[src/hdl/lru_cache_access_cost_defines.svh]
// assertion macros used by the cache top level
`ifndef LRU_CACHE_ACCESS_COST_DEFINES_SVH
`define LRU_CACHE_ACCESS_COST_DEFINES_SVH

// clocked check, masked while reset is applied
`define LCAC_ASSERT(lbl, prop) \
    lbl: assert property (@(posedge clk) disable iff (!rst_n) prop) \
        else $error("lcac assertion failed");

// clocked check that also holds during reset
`define LCAC_ASSERT_ALWAYS(lbl, prop) \
    lbl: assert property (@(posedge clk) prop) \
        else $error("lcac assertion failed");

`endif

[src/hdl/lcac_pkg.sv]
// shared types and constants for the lru cache with access cost tally
package lcac_pkg;

    localparam int KEY_W   = 64;
    localparam int STAMP_W = 32;
    localparam int CFG_W   = 6;

    localparam logic [STAMP_W-1:0] HIT_COST  = 32'd1;
    localparam logic [STAMP_W-1:0] MISS_COST = 32'd5;

    // search carry handed from cell to cell
    typedef struct packed {
        logic               active;
        logic               found;
        logic               free_found;
        logic               old_found;
        logic [STAMP_W-1:0] old_stamp;
    } carry_t;

    // entry write broadcast to all cells
    typedef struct packed {
        logic               en;
        logic               set_tag;
        logic [STAMP_W-1:0] stamp;
    } wr_t;

endpackage

[src/hdl/lcac_cell.sv]
// one cache entry cell: stores tag and stamp, folds its entry into the search carry
module lcac_cell #(
    parameter int IDX_W  = 5,
    parameter int MY_IDX = 0
) (
    input  logic                        clk,
    input  logic                        rst_n,
    input  logic [lcac_pkg::KEY_W-1:0]  key,
    input  lcac_pkg::carry_t            cin,
    input  logic [IDX_W-1:0]            cin_found_idx,
    input  logic [IDX_W-1:0]            cin_free_idx,
    input  logic [IDX_W-1:0]            cin_old_idx,
    output lcac_pkg::carry_t            cout,
    output logic [IDX_W-1:0]            cout_found_idx,
    output logic [IDX_W-1:0]            cout_free_idx,
    output logic [IDX_W-1:0]            cout_old_idx,
    input  lcac_pkg::wr_t               wr,
    input  logic [IDX_W-1:0]            wr_idx
);

    localparam logic [IDX_W-1:0] SELF = IDX_W'(MY_IDX);

    logic                          valid_reg;
    logic [lcac_pkg::KEY_W-1:0]    tag_reg;
    logic [lcac_pkg::STAMP_W-1:0]  stamp_reg;

    lcac_pkg::carry_t  carry_reg;
    lcac_pkg::carry_t  carry_next;
    logic [IDX_W-1:0]  found_idx_reg;
    logic [IDX_W-1:0]  found_idx_next;
    logic [IDX_W-1:0]  free_idx_reg;
    logic [IDX_W-1:0]  free_idx_next;
    logic [IDX_W-1:0]  old_idx_reg;
    logic [IDX_W-1:0]  old_idx_next;

    logic wr_here;

    assign wr_here = wr.en && (wr_idx == SELF);

    always_comb
    begin
        carry_next     = cin;
        found_idx_next = cin_found_idx;
        free_idx_next  = cin_free_idx;
        old_idx_next   = cin_old_idx;
        // first matching entry wins
        if (!cin.found && valid_reg && (tag_reg == key))
        begin
            carry_next.found = 1'b1;
            found_idx_next   = SELF;
        end
        // lowest free entry
        if (!cin.free_found && !valid_reg)
        begin
            carry_next.free_found = 1'b1;
            free_idx_next         = SELF;
        end
        // strictly older only, so ties keep the lower index
        if (valid_reg && (!cin.old_found || (stamp_reg < cin.old_stamp)))
        begin
            carry_next.old_found = 1'b1;
            carry_next.old_stamp = stamp_reg;
            old_idx_next         = SELF;
        end
    end

    always_ff @(posedge clk or negedge rst_n)
    begin
        if (!rst_n)
        begin
            valid_reg <= 1'b0;
            carry_reg <= '0;
        end
        else
        begin
            carry_reg <= carry_next;
            if (wr_here)
            begin
                valid_reg <= 1'b1;
            end
        end
    end

    always_ff @(posedge clk)
    begin
        found_idx_reg <= found_idx_next;
        free_idx_reg  <= free_idx_next;
        old_idx_reg   <= old_idx_next;
        if (wr_here)
        begin
            stamp_reg <= wr.stamp;
            if (wr.set_tag)
            begin
                tag_reg <= key;
            end
        end
    end

    assign cout           = carry_reg;
    assign cout_found_idx = found_idx_reg;
    assign cout_free_idx  = free_idx_reg;
    assign cout_old_idx   = old_idx_reg;

endmodule
[config.mk]
export PLATFORM = sky130hd
export DESIGN_NAME = lcac_cell
export DESIGN_NICKNAME = d
export VERILOG_FILES = /design/src/hdl/lru_cache_access_cost_defines.svh /design/src/hdl/lcac_pkg.sv /design/src/hdl/lcac_cell.sv
export SDC_FILE = /design/constraint.sdc
export NUM_CORES = 1
export LEC_CHECK = 0
export ABC_AREA = 1
export BUFFER_PORTS_ARGS = -buffer_cell sky130_fd_sc_hd__buf_2
export CORE_MARGIN = 1.5
export CORE_UTILIZATION = 40
export DETAILED_ROUTE_END_ITERATION = 12
export GPL_ROUTABILITY_DRIVEN = 0
export PLACE_DENSITY = 0.65
export SLEW_MARGIN = 0
export SYNTH_ARGS = -nofsm -noshare
export SYNTH_HDL_FRONTEND = slang
export SYNTH_SLANG_ARGS = --single-unit
[constraint.sdc]
create_clock -name clk -period 2 [get_ports clk]
set_input_delay 0 -clock clk [delete_from_list [all_inputs] [get_ports clk]]
set_output_delay 0 -clock clk [all_outputs]
set_load 0.01 [all_outputs]
[Yosys cells after proc, flatten, opt, wreduce, memory -nomap -nowiden]
Index checks and enable logic that the tools add are counted.
Word-level totals
  register bits after elaboration: 148
  bits of input ports: 156
  output and inout port bits: 51
Operators by class
  $lt $le $gt $ge: 1
  equal/unequal tests: 1
  multiplexer cells: 3
  reductions and logical operators: 12
Operators with widths (number)
  $eq A64 B64 Y1: 1
  $mux W33: 1
  $lt A32 B32 Y1: 1
  $logic_and A1 B1 Y1: 5
  $logic_not A5 Y1: 1
  $logic_not A1 Y1: 4
  $mux W1: 2
  $reduce_and A2 Y1: 1
  $logic_or A1 B1 Y1: 1

[Longest topological paths before layout]
Gate-level depths: netlist (run 1).
  depth after elaboration: 4
  mapped depth: 17

[Worst setup path before layout (run 1)]
Ideal clock, no wire load.
  path type: input to register
  from: input port wr_idx[3]
  to: register tag_reg[0] in the netlist's numbering, enable pin
  arrival time: 3.800 ns
  required time: 1.513 ns
  slack: -2.287 ns
  stages on the path: 4
  buffers on the path: 0
  cells stage by stage: nor2_1 and3_1 inv_1 nor2_1
On the way
  cells in the longest elaborated chain, start to end: 3
RTL lines
  start: declaration: RTL line lcac_cell.sv:18  | input logic [IDX_W-1:0] wr_idx
  $logic_not A5 Y1: RTL line lcac_cell.sv:38  | assign wr_here = wr.en && (wr_idx == SELF);
  $logic_and A1 B1 Y1: RTL line lcac_cell.sv:38
  named net wr_here: RTL line lcac_cell.sv:36  | logic wr_here;
  $reduce_and A2 Y1 (no source line)
  end signal: assignment: RTL line lcac_cell.sv:94  | tag_reg <= key;
  end: declaration: RTL line lcac_cell.sv:24  | logic [lcac_pkg::KEY_W-1:0] tag_reg;
The timed path passes the listed nets, and every way through them passes these cells.
A chain may end at the register's enable or synchronous reset.

==> run metrics, run 1 <==
status finished with violations; violated checks setup timing; fillers 1193; Final Skew 0.0103 ns; worst endpoint data arrival time 2.31 ns; All-Layer GR Usage 0.201; post-synthesis sequential area ratio 0.627; Worst-path clk slew 0.06 ns; slew margin rel. 0.420; pwr/cell area 741 mW/mm²; multi-input logic area 0.00216 mm²; die area 0.0172 mm²; DR WL met2 8.93 mm; largest net degree at the start of global routing 65; Initial Util 0.411; design area 0.0101 mm²; Final HPWL DP 10.7 mm; wire length on met3 800 µm; Worst Path Max Fanout 20; DP Area 0.00791 mm²; worst skew pair latency 0.42 ns; CTS Root Cell clkbuf_16; cts bufs inserted 17; pre-CTS setup slack 0.0217 ns; commonest non-fill, non-tap cell in the layout buf_2; maximum VDD drop 564 µV; DRT Pass-1 Iters 5; CTS tree done; FF+latch count, synth 148; number of I/O port buffers 206; Final Max Tran Viols 0; number of global-route vias before repair 5527; Core ar. 0.0159 mm²; H-Tree Depth 4; number of flip-flops in the largest register 64; initial antenna violation count 1; fin worst setup slack -0.0101 ns; die width 131 µm; max cap viols 0; setup violators final 3; most frequent cells in the layout 206 x buf_2, 148 x dlygate4sd3_1, 134 x nand2_1; met1 WL 7.02 mm; via count 5419; Die Y 131 µm; Fin. Hold Viols 0; Worst-Margin Slew 0.869 ns; highest metal used met4; Cell Rows 46; fmax 497 MHz; WL final 17.2 mm; post-synthesis average cell area 10.8 µm²; Leak 4.69 nW; CP required 2.30 ns; drt drc 0; Final nets 1167; drt wl/cell 14.2 µm; crit end category flop; Reg area 0.00411 mm²; CTS sink count 148; type of the worst setup path flop to flop; Final ANT Viol Nets 0; total negative slack -0.0152 ns; WHS Path Cells 5; Mapped Nets 791; min cycle time layout 2.01 ns; CP max stage cell edfxtp_1; HP Class input pin to flop; Syn-to-layout area delta 54.5%; grt ovf 0; Max Root-Sink Buffers 2; Reg2Reg Setup Slack -0.01 ns; Critical Path Max Stage Delay 0.39 ns; DRT iter0 DRCs 235; RSZ-0062 raised after global routing yes; yosys warns 0; Vias/cell 4.48; first-pass GRT wire length 25.9 mm; Unique masters post-synth 31; fin crit share 1.01; Register-to-Register Path Depth 12; synthesized area 0.00655 mm²; worst-path cell chain ha_1 -> a21oi_2 -> nor2_1 -> nor2_1 -> nand3_1 -> a21oi_2 -> nand2_2 -> nand2_4 -> nand2_4 -> buf_12 -> nand2_1 -> nand2_1; Mapped Cells 604; share of cells above drive strength 1 0.296; nature of the critical path startpoint flop; # IOs 207
[Yosys cell counts]
cell         n  area (µm²)
inv_1       81         304
nand3_1     38         190
nand4_1      4        25.0
nand3_2     10         100
a21oi_1     15        75.1
dfxtp_1     15         300
a21boi_1     5        37.5
buf_6        3        33.8
or2_2       11        68.8
inv_2        1        3.75
xnor2_1     30         263
and3_1       1        6.26
o21a_1       1        7.51
edfxtp_1    96        2880
o21ai_0     17        85.1
clkbuf_1     3        11.3
dfrtp_1     37         926
nand2_2      2        12.5
a21boi_0     5        37.5
nand2_1    141         529
o2111a_1     1        11.3
o2111ai_1    1        8.76
buf_2        4        20.0
ha_1        31         388
nor4_1       1        6.26
buf_8        1        15.0
xor2_1       1        8.76
nor2_1      41         154
o22ai_1      4        25.0
nor2_2       1        6.26
nor3_1       2        10.0
[repair_timing]
| item | 4_1_cts | 5_1_grt |
|---|---|---|
| endpoints found under the hold margin | 184 | 0 |
| setup buffers | 0 | 3 |
| pin swaps | 0 | 2 |
| resized for setup | 1 | 17 |
| setup endpoints to repair | 1 | 37 |
| hold buffers | 148 | 0 |
[cell type report]
type | count | share of cell area
flip-flops and latches | 148 | 0.406
repair buffers | 368 | 0.263
multi-input cells | 363 | 0.213
clock buffers | 18 | 0.0434
inverters | 82 | 0.0304
well taps | 216 | 0.0267
clock inverters | 14 | 0.0174
diodes | 1 | 0.000247
[power by group]
group | switching, mW | total [mW] | internal (mW)
Combinational | 0.371 | 0.842 | 0.471
Clock | 1.29 | 3.30 | 2.01
Sequential | 0.0217 | 3.36 | 3.33
Total | 1.68 | 7.50 | 5.81
[cells by family (layout without fill, tap and decap cells)]
logic type	Yosys count	after routing	synth area share
buf+inv	93	482	0.0592
flops	148	148	0.627
other cells	0	1	0
xor+xnor	31	31	0.0414
compound gates	49	49	0.0439
simple gates	252	252	0.169
fa+ha+maj	31	31	0.0592
[through the flow]
stage / util / total power, mW / hold WS [ns] / std cells
global placement: 0.496 / 3.99 / 0.108 / 1026
floorplan: - / 3.68 / -0.296 / 604
detailed placement: 0.496 / 4.00 / 0.117 / 1026
finish: 0.635 / 7.50 / 0.0275 / 1210
CTS: 0.628 / 7.52 / 0.00497 / 1206
global route: 0.635 / 7.78 / 0.0369 / 1210
[path summary, 6_finish.rpt]
| path | to | startpoint |
|---|---|---|
| setup / recovery | cout[19] | stamp_reg[21] |
| hold / removal | valid_reg | wr_idx[4] |
| setup reg to reg | cout[19] | stamp_reg[21] |
| hold reg to reg | valid_reg | valid_reg |
| max in group asynchronous | cout[24] | rst_n |
| min in group asynchronous | cout[18] | rst_n |
[critical path, delay by kind of cell (launching register included)]
| family | cells | cell delay (ns) |
|---|---|---|
| buffers and inverters | 1 | 0.18 |
| AND/OR/NAND/NOR | 8 | 0.72 |
| flip-flops | 1 | 0.39 |
| AO/OA/AOI/OAI | 2 | 0.29 |
| adder cells (fa/ha/maj) | 1 | 0.31 |
[routing by layer]
metal,vias up,GRT usage
li1,2745,-
met1,2476,0.229
met2,168,0.364
met3,30,0.0485
met4,0,0.0802
met5,-,0
No activity file was read; power rests on OpenSTA's default activity.
==> run 2, diff against run 1 <==
--- a/config.mk
+++ b/config.mk
@@ -9,9 +9,11 @@
 export BUFFER_PORTS_ARGS = -buffer_cell sky130_fd_sc_hd__buf_2
 export CORE_MARGIN = 1.5
 export CORE_UTILIZATION = 40
+export CTS_BUF_LIST = sky130_fd_sc_hd__clkbuf_4 sky130_fd_sc_hd__clkbuf_8
 export DETAILED_ROUTE_END_ITERATION = 12
 export GPL_ROUTABILITY_DRIVEN = 0
 export PLACE_DENSITY = 0.65
+export RECOVER_POWER = 25
 export SLEW_MARGIN = 0
 export SYNTH_ARGS = -nofsm -noshare
 export SYNTH_HDL_FRONTEND = slang
==> constraint.sdc (replaced) <==
create_clock -name clk -period 2 [get_ports clk]
set_input_delay 0 -clock clk [delete_from_list [all_inputs] [get_ports clk]]
set_output_delay 0 -clock clk [all_outputs]
set_load 0.005 [all_outputs]
==> run 2 against run 1 <==
  * The run still ends with setup timing left
  * First-iteration DRC count is 11% higher
  * Setup slack worse by 0.055 ns
  * Clock power down 25%
  * Flip-flop and latch count is the same
==> run metrics, run 2 (synthesized netlist as in run 1, its figures left out) <==
largest net degree at the start of global routing 65; setup violators final 30; Final nets 1175; type of the worst setup path flop to flop; worst endpoint data arrival time 2.41 ns; HP Class input pin to flop; Final Max Tran Viols 0; CTS sink count 148; Syn-to-layout area delta 53.3%; fmax 484 MHz; share of cells above drive strength 1 0.269; cts bufs inserted 17; Final ANT Viol Nets 0; drt drc 0; CP Launch Point stamp_reg[22]; pwr/cell area 664 mW/mm²; most frequent cells in the layout 171 x buf_2, 153 x dlygate4sd3_1, 130 x nand2_1; grt ovf 0; Die Y 131 µm; status finished with violations; RSZ-0062 raised after global routing yes; first-pass GRT wire length 26.1 mm; Leak 4.57 nW; worst skew pair latency 0.45 ns; fin worst setup slack -0.0654 ns; CP required 2.35 ns; Worst-Margin Slew 0.888 ns; Vias/cell 4.54; DRT Pass-1 Iters 5; All-Layer GR Usage 0.204; Final HPWL DP 10.7 mm; DRT iter0 DRCs 260; Final Skew 0.0148 ns; Core ar. 0.0159 mm²; Fin. Hold Viols 0; number of global-route vias before repair 5553; WL final 17.8 mm; # IOs 207; Register-to-Register Path Depth 12; min cycle time layout 2.07 ns; commonest non-fill, non-tap cell in the layout buf_2; drt wl/cell 14.6 µm; reg2reg end cout[22]; die area 0.0172 mm²; Initial Util 0.411; R2R Path Start stamp_reg[22]; slew margin rel. 0.408; fin crit share 1.03; Worst Path Max Fanout 10; die width 131 µm; Cell Rows 46; max cap viols 0; Max Root-Sink Buffers 2; Worst setup endpoint cout[22]; nature of the critical path startpoint flop; via count 5530; maximum VDD drop 350 µV; number of flip-flops in the largest register 64; crit end category flop; Power, Total 6.67 mW; initial antenna violation count 2; number of I/O port buffers 206; Worst-path clk slew 0.09 ns; H-Tree Depth 4; Core Util, Final 0.630; Reg2Reg Setup Slack -0.07 ns; violated checks setup timing; CTS Root Cell clkbuf_8; CTS tree done
-- run 2: power by group --
| group | total, mW | internal, mW | leakage [nW] | switching [mW] |
|---|---|---|---|---|
| Sequential | 3.35 | 3.33 | 1.42 | 0.0225 |
| Clock | 2.48 | 1.28 | 0.205 | 1.20 |
| Combinational | 0.843 | 0.480 | 2.94 | 0.363 |
-- run 2: worst min-delay path by stage --
stage	cells after the start	slack, ns	endpoint	startpoint
final	4	0.19	tag_reg[28]	wr[32]
after global routing	4	0.19	tag_reg[32]	wr[32]
after CTS	4	0.16	tag_reg[19]	wr[32]
after detailed placement	1	0.12	cout[35]	cin[35]
after global placement	1	0.11	cout[35]	cin[35]
after floorplan	0	-0.30	cout[0]	rst_n
-- run 2: through the flow --
step	area, µm²	TNS (ns)	std cells	setup WS [ns]	hold slack (ns)
after detailed placement	7910	0	1026	0.0217	0.117
after global routing	10000	-5.03	1219	-0.168	0.186
final	10000	-0.968	1219	-0.0654	0.185
after global placement	7910	0	1026	0.0736	0.108
after floorplan	6570	0	604	0.0220	-0.296
after CTS	9870	0	1211	0.0115	0.163
-- run 2: per-layer routing --
layer  up-vias  wire length (µm)  global-route usage
li1       2761                 -                   -
met2       181              9360               0.370
met3        38               762              0.0472
met5         -                 0                   0
met1      2550              7200               0.227
met4         0               516              0.0911
-- run 2: worst max-delay path, cell delays in order (launching register included) --
cell       delay [ns]
edfxtp_1         0.41
ha_1             0.30
nand2_1          0.08
nor2_1           0.05
nor2_1           0.18
nand3_1          0.14
a21oi_2          0.18
nand2_2          0.08
nand2_4          0.12
nand2_8          0.09
clkbuf_16        0.20
nand2_1          0.06
nand2_1          0.05
-- run 2: area by class of cell --
type	instances	area, µm²
Clock inverter	14	176
Tap cell	216	270
Fill cell	1228	5900
Sequential cell	148	4110
Inverter	82	308
Multi-Input combinational cell	363	2200
Timing Repair Buffer	376	2720
Antenna cell	2	5.00
Clock buffer	18	248
-- run 2: what timing repair did --
action	in CTS	in global routing
setup endpoints to repair	1	37
hold endpoints to repair	185	0
pin swaps	0	5
resized for setup	1	27
setup buffers	0	4
hold buffers	153	0
cloned	0	2
